$ cat config.mk
export PLATFORM = sky130hd
export DESIGN_NAME = euc_jp_to_shift_jis_unit
export DESIGN_NICKNAME = d
export VERILOG_FILES = /design/src/hw/rtl/ejsj_pkg.sv /design/src/hw/rtl/euc_jp_to_shift_jis_unit.sv /design/src/hw/rtl/ejsj_conv.sv
export VERILOG_INCLUDE_DIRS = /design/src /design/src/hw/rtl
export SDC_FILE = /design/constraint.sdc
export NUM_CORES = 1
export LEC_CHECK = 0
export ABC_AREA = 1
export BUFFER_PORTS_ARGS = -buffer_cell sky130_fd_sc_hd__clkbuf_2
export CAP_MARGIN = 30
export CORE_MARGIN = 5
export CORE_UTILIZATION = 24
export CTS_CLUSTER_SIZE = 40
export DETAILED_ROUTE_END_ITERATION = 10
export PLACE_DENSITY_LB_ADDON = 0.2
export SYNTH_ARGS = -nofsm -noshare
export SYNTH_HDL_FRONTEND = slang
export SYNTH_SLANG_ARGS = --single-unit
$ cat constraint.sdc
create_clock -name clk -period 3.5 [get_ports clk]
set_input_delay 0.7 -clock clk [delete_from_list [all_inputs] [get_ports clk]]
set_output_delay 0.7 -clock clk [all_outputs]
set_load 0.05 [all_outputs]
$ cat src/hw/rtl/euc_jp_to_shift_jis_unit_defines.svh
// Assertion macros used by the EUC-JP to Shift-JIS converter top level.
`ifndef EUC_JP_TO_SHIFT_JIS_UNIT_DEFINES_SVH
`define EUC_JP_TO_SHIFT_JIS_UNIT_DEFINES_SVH

// Same-cycle implication, sampled on clk, off while in reset.
`define EJ_ASSERT_NOW(lbl, ante, cons, msg) \
    lbl: assert property (@(posedge clk) disable iff (!rst_n) (ante) |-> (cons)) \
        else $error(msg);

// Next-cycle implication, sampled on clk, off while in reset.
`define EJ_ASSERT_NEXT(lbl, ante, cons, msg) \
    lbl: assert property (@(posedge clk) disable iff (!rst_n) (ante) |=> (cons)) \
        else $error(msg);

`endif

$ cat src/hw/rtl/ejsj_pkg.sv
// Types, constants and the half-width kana table for the EUC-JP to Shift-JIS converter.
package ejsj_pkg;

    localparam logic [7:0] DBL_LO     = 8'ha1;
    localparam logic [7:0] DBL_HI     = 8'hfe;
    localparam logic [7:0] KANA_LO    = 8'ha1;
    localparam logic [7:0] KANA_HI    = 8'hdf;
    localparam logic [7:0] SS2_BYTE   = 8'h8e;
    localparam logic [7:0] HIGH_BIT   = 8'h80;
    localparam logic [7:0] ROW_SPLIT  = 8'h5f;
    localparam logic [7:0] CELL_SPLIT = 8'h5f;
    localparam logic [7:0] BAND_HI    = 8'hb0;
    localparam logic [7:0] BAND_LO    = 8'h70;
    localparam logic [7:0] STEP_ODD_HI = 8'h20;
    localparam logic [7:0] STEP_ODD_LO = 8'h1f;
    localparam logic [7:0] STEP_EVEN  = 8'h7e;

    typedef enum logic [1:0] {
        MODE_IDLE  = 2'd0,
        MODE_LEAD  = 2'd1,
        MODE_SHIFT = 2'd2
    } mode_t;

    // Converter state held between bytes.
    typedef struct packed {
        mode_t      mode;
        logic [7:0] held;
    } conv_state_t;

    // Everything one input byte produces.
    typedef struct packed {
        logic [1:0]  count;   // 0, 1 or 2 output bytes
        logic [7:0]  byte0;
        logic [7:0]  byte1;
        conv_state_t state;
    } conv_res_t;

    // One queued output byte with its flags.
    typedef struct packed {
        logic [7:0] data;
        logic       run_last;
        logic       text_end;
    } out_item_t;

    // Full-width Shift-JIS pair {lead, trail} for half-width kana 0xA1 + idx.
    function automatic logic [15:0] wide_kana(input logic [5:0] idx);
        logic [15:0] w;
        case (idx)
            6'd0:  w = 16'h8142;  6'd1:  w = 16'h8175;  6'd2:  w = 16'h8176;
            6'd3:  w = 16'h8141;  6'd4:  w = 16'h8145;  6'd5:  w = 16'h8392;
            6'd6:  w = 16'h8340;  6'd7:  w = 16'h8342;  6'd8:  w = 16'h8344;
            6'd9:  w = 16'h8346;  6'd10: w = 16'h8348;  6'd11: w = 16'h8383;
            6'd12: w = 16'h8385;  6'd13: w = 16'h8387;  6'd14: w = 16'h8362;
            6'd15: w = 16'h815b;  6'd16: w = 16'h8341;  6'd17: w = 16'h8343;
            6'd18: w = 16'h8345;  6'd19: w = 16'h8347;  6'd20: w = 16'h8349;
            6'd21: w = 16'h834a;  6'd22: w = 16'h834c;  6'd23: w = 16'h834e;
            6'd24: w = 16'h8350;  6'd25: w = 16'h8352;  6'd26: w = 16'h8354;
            6'd27: w = 16'h8356;  6'd28: w = 16'h8358;  6'd29: w = 16'h835a;
            6'd30: w = 16'h835c;  6'd31: w = 16'h835e;  6'd32: w = 16'h8360;
            6'd33: w = 16'h8363;  6'd34: w = 16'h8365;  6'd35: w = 16'h8367;
            6'd36: w = 16'h8369;  6'd37: w = 16'h836a;  6'd38: w = 16'h836b;
            6'd39: w = 16'h836c;  6'd40: w = 16'h836d;  6'd41: w = 16'h836e;
            6'd42: w = 16'h8371;  6'd43: w = 16'h8374;  6'd44: w = 16'h8377;
            6'd45: w = 16'h837a;  6'd46: w = 16'h837d;  6'd47: w = 16'h837e;
            6'd48: w = 16'h8380;  6'd49: w = 16'h8381;  6'd50: w = 16'h8382;
            6'd51: w = 16'h8384;  6'd52: w = 16'h8386;  6'd53: w = 16'h8388;
            6'd54: w = 16'h8389;  6'd55: w = 16'h838a;  6'd56: w = 16'h838b;
            6'd57: w = 16'h838c;  6'd58: w = 16'h838d;  6'd59: w = 16'h838f;
            6'd60: w = 16'h8393;  6'd61: w = 16'h814a;  6'd62: w = 16'h814b;
            default: w = 16'h0000;
        endcase
        return w;
    endfunction

endpackage

$ cat src/hw/rtl/euc_jp_to_shift_jis_unit.sv
// Top level of the EUC-JP to Shift-JIS byte-stream converter.
//
// Input stream (s_*): one EUC-JP byte per transaction in s_tdata, s_tlast marks
// the last byte of a text. Output stream (m_*): one Shift-JIS byte per
// transaction in m_tdata; m_tuser is high on the last byte caused by one input
// byte, m_tlast on the last byte of the whole text. A lead byte produces no
// output until its trail arrives or the text ends; then two bytes may follow.
// cfg_wen/cfg_wdata write want_zen (widen half-width kana); write it only
// while the stream is idle.
// Path: a byte accepted on s_* lands in the input register, is decoded into
// the output queue once the queue can take it, and its first result is offered
// from there on. Throughput is one input byte per cycle while each makes at most
// one output byte and m_tready is high; a two-byte input holds the single-byte
// output port while both drain, so the queue's draining sets the rate.
// Reset clears the input register, the output queue, the held lead byte and
// want_zen. When m_tready is low the queue holds; s_tready drops once the
// input register is full and cannot be decoded into the queue.
`include "euc_jp_to_shift_jis_unit_defines.svh"

module euc_jp_to_shift_jis_unit (
    input  logic       clk,
    input  logic       rst_n,
    input  logic       cfg_wen,
    input  logic       cfg_wdata,     // want_zen
    input  logic       s_tvalid,
    output logic       s_tready,
    input  logic [7:0] s_tdata,       // [7:0] in_byte
    input  logic       s_tlast,       // text_last
    output logic       m_tvalid,
    input  logic       m_tready,
    output logic [7:0] m_tdata,       // [7:0] out_byte
    output logic       m_tuser,       // [0] run_last
    output logic       m_tlast        // text_end
);
    import ejsj_pkg::*;

    logic        want_zen_reg;
    logic        in_valid_reg;
    logic [7:0]  in_byte_reg;
    logic        in_last_reg;
    conv_state_t state_reg;
    conv_state_t state_next;
    logic [1:0]  cnt_reg;
    logic [1:0]  cnt_next;
    out_item_t   q0_reg;
    out_item_t   q0_next;
    out_item_t   q1_reg;
    out_item_t   q1_next;
    conv_res_t   res;
    logic        out_fire;
    logic        load_ok;
    logic        consume;
    logic        load;

    ejsj_conv u_conv (
        .cur       (state_reg),
        .in_byte   (in_byte_reg),
        .text_last (in_last_reg),
        .want_zen  (want_zen_reg),
        .res       (res)
    );

    assign out_fire = m_tvalid && m_tready;
    // the queue can take a fresh pair once it is empty or about to be
    assign load_ok  = (cnt_reg == 2'd0) || ((cnt_reg == 2'd1) && m_tready);
    assign consume  = in_valid_reg && ((res.count == 2'd0) || load_ok);
    assign load     = consume && (res.count != 2'd0);
    assign s_tready = !in_valid_reg || consume;

    assign m_tvalid = (cnt_reg != 2'd0);
    assign m_tdata  = q0_reg.data;
    assign m_tuser  = q0_reg.run_last;
    assign m_tlast  = q0_reg.text_end;

    always_comb
    begin
        state_next = state_reg;
        cnt_next   = cnt_reg;
        q0_next    = q0_reg;
        q1_next    = q1_reg;
        if (consume)
        begin
            state_next = res.state;
        end
        if (load)
        begin
            cnt_next         = res.count;
            q0_next.data     = res.byte0;
            q0_next.run_last = (res.count == 2'd1);
            q0_next.text_end = (res.count == 2'd1) && in_last_reg;
            q1_next.data     = res.byte1;
            q1_next.run_last = 1'b1;
            q1_next.text_end = in_last_reg;
        end
        else if (out_fire)
        begin
            cnt_next = cnt_reg - 2'd1;
            q0_next  = q1_reg;
        end
    end

    always_ff @(posedge clk or negedge rst_n)
    begin
        if (!rst_n)
        begin
            want_zen_reg   <= 1'b0;
            in_valid_reg   <= 1'b0;
            state_reg.mode <= MODE_IDLE;
            state_reg.held <= 8'h00;
            cnt_reg        <= 2'd0;
        end
        else
        begin
            if (cfg_wen)
            begin
                want_zen_reg <= cfg_wdata;
            end
            if (s_tready)
            begin
                in_valid_reg <= s_tvalid;
            end
            state_reg <= state_next;
            cnt_reg   <= cnt_next;
        end
    end

    always_ff @(posedge clk)
    begin
        if (s_tvalid && s_tready)
        begin
            in_byte_reg <= s_tdata;
            in_last_reg <= s_tlast;
        end
        q0_reg <= q0_next;
        q1_reg <= q1_next;
    end

    `EJ_ASSERT_NOW(a_pair_head_not_last, cnt_reg == 2'd2, !q0_reg.run_last,
        "first byte of a queued pair flagged as run end")
    `EJ_ASSERT_NOW(a_text_end_ends_run, m_tvalid && m_tlast, m_tuser,
        "text end on a byte that does not end its run")
    `EJ_ASSERT_NEXT(a_last_clears_mode, consume && in_last_reg,
        state_reg.mode == MODE_IDLE, "pending state survives end of text")
    `EJ_ASSERT_NOW(a_stall_needs_full, !s_tready, in_valid_reg && (cnt_reg != 2'd0),
        "input stalled with room to decode")

endmodule

$ cat src/hw/rtl/ejsj_conv.sv
// Byte decoder: EUC-JP byte plus held state to zero, one or two Shift-JIS bytes.
module ejsj_conv (
    input  ejsj_pkg::conv_state_t cur,
    input  logic [7:0]            in_byte,
    input  logic                  text_last,
    input  logic                  want_zen,
    output ejsj_pkg::conv_res_t   res
);
    import ejsj_pkg::*;

    logic        b_dbl;
    logic        b_kana;
    logic        b_ss2;
    logic [7:0]  row;
    logic [7:0]  col;
    logic [7:0]  band;
    logic [7:0]  step;
    logic [7:0]  row_half;
    logic [7:0]  sj_hi;
    logic [7:0]  sj_lo;
    logic [5:0]  kana_idx;
    logic [7:0]  kana_off;
    logic [15:0] kana_pair;

    assign b_dbl  = (in_byte >= DBL_LO) && (in_byte <= DBL_HI);
    assign b_kana = (in_byte >= KANA_LO) && (in_byte <= KANA_HI);
    assign b_ss2  = (in_byte == SS2_BYTE);

    // JIS row/cell to Shift-JIS
    assign row      = cur.held - HIGH_BIT;
    assign col      = in_byte - HIGH_BIT;
    assign band     = (row >= ROW_SPLIT) ? BAND_HI : BAND_LO;
    assign step     = row[0] ? ((col > CELL_SPLIT) ? STEP_ODD_HI : STEP_ODD_LO) : STEP_EVEN;
    assign row_half = (row + 8'd1) >> 1;
    assign sj_hi    = row_half + band;
    assign sj_lo    = col + step;

    assign kana_off  = in_byte - KANA_LO;
    assign kana_idx  = kana_off[5:0];
    assign kana_pair = wide_kana(kana_idx);

    always_comb
    begin
        res.count      = 2'd0;
        res.byte0      = in_byte;
        res.byte1      = in_byte;
        res.state.mode = MODE_IDLE;
        res.state.held = cur.held;
        case (cur.mode)
            MODE_LEAD:
            begin
                res.count = 2'd2;
                if (b_dbl)
                begin
                    res.byte0 = sj_hi;
                    res.byte1 = sj_lo;
                end
                else
                begin
                    res.byte0 = cur.held;
                end
            end
            MODE_SHIFT:
            begin
                if (b_kana)
                begin
                    if (want_zen)
                    begin
                        res.count = 2'd2;
                        res.byte0 = kana_pair[15:8];
                        res.byte1 = kana_pair[7:0];
                    end
                    else
                    begin
                        res.count = 2'd1;
                    end
                end
                else
                begin
                    res.count = 2'd2;
                    res.byte0 = SS2_BYTE;
                end
            end
            default:
            begin
                if (b_dbl || b_ss2)
                begin
                    if (text_last)
                    begin
                        // lead at end of text: pretend a NUL trail follows
                        res.count = 2'd2;
                        res.byte1 = 8'h00;
                    end
                    else
                    begin
                        res.state.held = in_byte;
                        res.state.mode = b_dbl ? MODE_LEAD : MODE_SHIFT;
                    end
                end
                else
                begin
                    res.count = 2'd1;
                end
            end
        endcase
        if (text_last)
        begin
            res.state.mode = MODE_IDLE;
        end
    end

endmodule
# == Yosys cells after proc, flatten, opt, wreduce, memory -nomap -nowiden ==
# Memories as Yosys holds them, arrays and structs flattened.
# Cells that the tools add are included.
# Widths: inputs -> output; s select.
# word_totals
reg_bits,42
rom_bits,704
inputBits,15
output_inout_bits,12
wordCells,76
memories,1
# classes
addsub,7
magnitude_cmp,5
eq_ne,5
muxes,24
bitwise_logic,2
reduce_logical,20
# mem_list
memory,depth,width,rd,rd_clocked_by_memory_dff,write_ports,line,rtl
(no name shown),64,11,1,0,0,ejsj_pkg.sv:48,case (idx)
# op_table
op,count
$mux 10,5
$mux 8,6
$pmux 8 s2,2
$mux 18,1
$le 8x8->1 const B,2
$mux 16,1
$sub 8x8->8 const B,2
$mux 2,7
$add 7x8->8,1
$add 8x1->8 const B,1
$add 8x8->8,1
$eq 8x8->1 const B,1
$ge 8x7->1 const B,1
$ge 8x8->1 const B,1
$gt 8x7->1 const B,1
$logic_and 1x1->1,8
$eq 2x1->1 const B,3
$mux 6,1
$reduce_bool 2->1,3
$sub 6x6->6 const B,1
$logic_not 2->1,2
$logic_or 1x1->1,4
$pmux 2 s2,1
$reduce_and 4->1,1
other kinds (5),6

# == Logic depth before layout (Yosys ltp) ==
# depth
ltp_word,10
mapped_depth,18
ltp_nobuf,18

# == Cells and area by module ==
# A second synthesis with hierarchy kept.
# hier_totals
hier_cells,568
area_unflattened_um2,3821.2
# by_module_without_submodules
module,n_inst,cells_each,area_each_um2,seq_area_each_um2
ejsj_conv,1,431,2200.9,0.0
euc_jp_to_shift_jis_unit,1,137,1620.3,1191.1

# == Worst setup path after synthesis ==
# Ideal clock, no wire load.
# synth_timing
kind,register to output
startpoint,register in_byte_reg[1]
endpoint,output port s_tready
arrival_time_ns,2.176
required_time_ns,2.800
slack_ns,0.624
stages_incl_launch_ff,13
n_path_buf,0
cell_sequence,edfxtp_1 inv_1 ha_1 nand3_1 nand2_1 nand3_4 nand2_4 nand2_4 nand2_4 nand2_4 nand2_4 nand2_4 nand3_1
# synth_between
elab_chain_cells,9
elab_cells_between_ends,14
classes_between,order compare: 3; eq/ne: 1; mux: 3; reduce/logical: 7
# synth_rtl
item,line,rtl
start: declaration,euc_jp_to_shift_jis_unit.sv:39,logic [7:0] in_byte_reg;
start signal: assignment,euc_jp_to_shift_jis_unit.sv:131,in_byte_reg <= s_tdata;
$ge 8x8->1 or $le 8x8->1 (tied branches),"ejsj_conv.sv:25, ejsj_conv.sv:26",
$logic_and 1x1->1,ejsj_conv.sv:25,assign b_dbl = (in_byte >= DBL_LO) && (in_byte <= DBL_HI);
$logic_or 1x1->1,ejsj_conv.sv:86,if (b_dbl || b_ss2)
$mux 2,ejsj_conv.sv:86,
$pmux 2 s2 *,ejsj_conv.sv:49,case (cur.mode)
$logic_not 2->1 *,euc_jp_to_shift_jis_unit.sv:66,assign consume = in_valid_reg && ((res.count == 2'd0) || load_ok);
$logic_or 1x1->1 *,euc_jp_to_shift_jis_unit.sv:66,
$logic_and 1x1->1 *,euc_jp_to_shift_jis_unit.sv:66,
$logic_or 1x1->1 *,euc_jp_to_shift_jis_unit.sv:68,assign s_tready = !in_valid_reg || consume;
end: declaration,euc_jp_to_shift_jis_unit.sv:26,"output logic s_tready,"
# Every way passes the cells marked *; elsewhere a longest branch is shown, timed or not.

# == Worst setup path in the final report ==
# layout_timing
startpoint,register in_byte_reg[3]
endpoint,output port s_tready
# Same word-level chain as after synthesis.

==> qor.yml <==
global_route:
  grt.total_usage_pct: 12.78
  grt_overflow: 0
  grt_pass1_wl_um: 18330
  first_global_vias: 3359
  grt_antenna_before_repair: 0
  grt_max_degree: 17
run_status:
  status: "completed"
synth:
  synth_warnings: 0
  synth-seq-cells: 42
  ys_types: 36
  seq_area_frac_synth_pct: 31.83
  synth_most_common_cell: "nand2_1"
  synth_cells: 548
  synthArstFlopShare_pct: 33.33
  syn_avg_cell_area_um2: 6.829
  synth_area_um2: 3742
  synth-edff-count: 28
  syn-num-nets: 584
  yosys.area.top_type: "edfxtp_1"
  synthTopCellsByCount: "nand2_1, inv_1, nand3_1, o21ai_0, a21oi_1"
  yosysTopAreaCellShare_pct: 22.47
  ys_top_cells_by_area: "edfxtp_1, nand2_1, dfrtp_1, ha_1, nand3_1"
  synthFlopType: "edfxtp_1"
die:
  die_x_um: 134.9
  start_util_pct: 24.53
  placementRows: 45
  io_pins: 27
  core_area_um2: 15260
  dieArea_um2: 18190
  fp.dieH_um: 134.9
route:
  wl_met3_um: 549
  wl_met2_um: 5082
  drc: 0
  num_vias: 3604
  dr.max_layer_used: "met4"
  viasPerCell: 4.609
  routed_wl_um: 11440
  drt_iter0_drc: 330
  wire_per_inst_um: 14.63
  postRouteAntennaNets: 0
  wl_met1_um: 5662
  firstDrtPassIters: 5
power:
  total_power_mw: 3.537
  ir_worst_vdd_mv: 0.3041
  leakage_nw: 2.008
  power_density_nw_per_um2: 834.4
timing:
  setup_violations: 0
  fmax_ghz: 0.3054
  worstMarginPinSlew_ns: 0.5598
  period_share_pct: 93.55
  skew_ns: 0.008846
  min_period_ns: 3.274
  rsz0062_at_grt: "no"
  final_max_slew_viol_count: 0
  hold_viol: 0
  slew_headroom_pct: 62.59
  fin_hold_ws_ns: 0.3318
  setup_tns_ns: 0
  fin_ws_ns: 0.2256
flow_run:
  drv_cap: 0
worst_setup_path:
  slowest_stage: "edfxtp_1"
  crit_fanout: 15
  timing.critical_path.mode_cell: "nand2_4"
  slowest_delay_ns: 0.67
  required_ns: 2.80
  cp_cell_sequence: "inv_2 > nand2_1 > nor2_1 > nand2_1 > nand3_4 > nand2_4 > nand2_4 > nand2_4 > nand2_4 > nand2_4 > nand2_4 > nand3_1 > buf_2"
  crit_type: "reg -> out"
  end_kind: "output port"
  start_kind: "flip-flop"
  worst_ep_arrival_time_ns: 2.57
final_layout:
  syn2layout_area_growth_pct: 13.27
  diodes: 0
  final_area_um2: 4239
  post_layout_nonfiller_instances: 782
  largest_reg_flops: 10
  nets: 606
  fin_util_pct: 27.78
  final_layout_size_suffix_gt1_share_pct: 12.43
placed_design:
  io_buffer_count: 26
  placed_area_um2: 4071
  gp_congestion: 0.8915
  dp.cells: 772
  place_hpwl_um: 8711
  dpl_worst_slack_ns: 0.5085
clock_network:
  root_buffer: "clkbuf_16"
  tritoncts: "done"
  clk_path_buf_depth: 2
  clk_pin_slew_ns: 0.07
  cts_buffers: 5
  cts_num_sinks: 42
  clk_latency_ns: 0.30
  htree_levels: 2
min_path:
  hold_path.class: "in -> async"
[power by group]
group	total (mW)	switching, mW	internal (mW)
combinational	2.09	1.48	0.612
sequential	0.956	0.172	0.784
clock	0.487	0.220	0.267
[path summary, 6_finish.rpt]
kind	from	slack, ns	depth (start not counted)	end
max in group asynchronous	rst_n	2.85	1	in_valid_reg
worst min register to register	cnt_reg[1]	0.52	2	cnt_reg[1]
worst max-delay path	in_byte_reg[3]	0.23	13	s_tready
worst max register to register	in_byte_reg[3]	0.58	13	m_tdata[3]
worst min-delay path	rst_n	0.33	1	state_reg[5]
min in group clk	cnt_reg[1]	0.52	2	cnt_reg[1]
[cells in the final DEF, fill, tap and decap left out, types with 3 or more instances in the layout]
| master | count |
|---|---|
| o22ai_1 | 3 |
| inv_1 | 48 |
| nand2_2 | 3 |
| clkinvlp_4 | 3 |
| a21oi_1 | 30 |
| o21ai_2 | 7 |
| nand2_1 | 210 |
| nand4_1 | 6 |
| dfrtp_1 | 14 |
| xnor2_1 | 3 |
| o21ai_0 | 44 |
| edfxtp_1 | 28 |
| nor2_1 | 22 |
| o211ai_1 | 11 |
| clkbuf_2 | 25 |
| nand3_1 | 44 |
| inv_2 | 5 |
| nand3b_1 | 3 |
| buf_4 | 8 |
| xor2_1 | 4 |
| ha_1 | 20 |
| clkbuf_16 | 5 |
| nand2_4 | 7 |
[area by class of cell]
type	count	area, um2
clock buffer	5	125.1
clock inverter	3	23.77
fill	1710	11020
inverter	57	222.7
multi-input combinational	430	2222
sequential	42	1191
tap	211	264.0
timing repair buffer	34	190.2
[logic make-up after synthesis]
logic type | after synthesis | share of synthesized area [%]
xor gates and xnor gates | 7 | 1.638
muxes | 1 | 0.2675
AOI/OAI and AO/OA | 100 | 15.15
and+or+nand+nor | 301 | 35.11
DFF | 42 | 31.83
adders and majority gates | 21 | 7.222
buffers and inverters | 76 | 8.793
[timing repair]
| item | 4_1_cts | 5_1_grt |
|---|---|---|
| hold buffers | 0 | 0 |
| resized for setup | 0 | 2 |
| setup buffers | 0 | 2 |
| setup endpoints to repair | 0 | 1 |
[critical path: cells and delay by family, from the launching register on]
family / cells / cell delay, ns
buffers and inverters: 2 / 0.50
DFF: 1 / 0.67
and+or+nand+nor: 11 / 1.09
[per-layer routing]
layer,global-route usage (%),up-vias
li1,-,1851
met1,18.65,1641
met2,19.57,102
met3,2.124,10
met4,3.281,0
met5,0,-
Power figures use the tool's default switching activity.
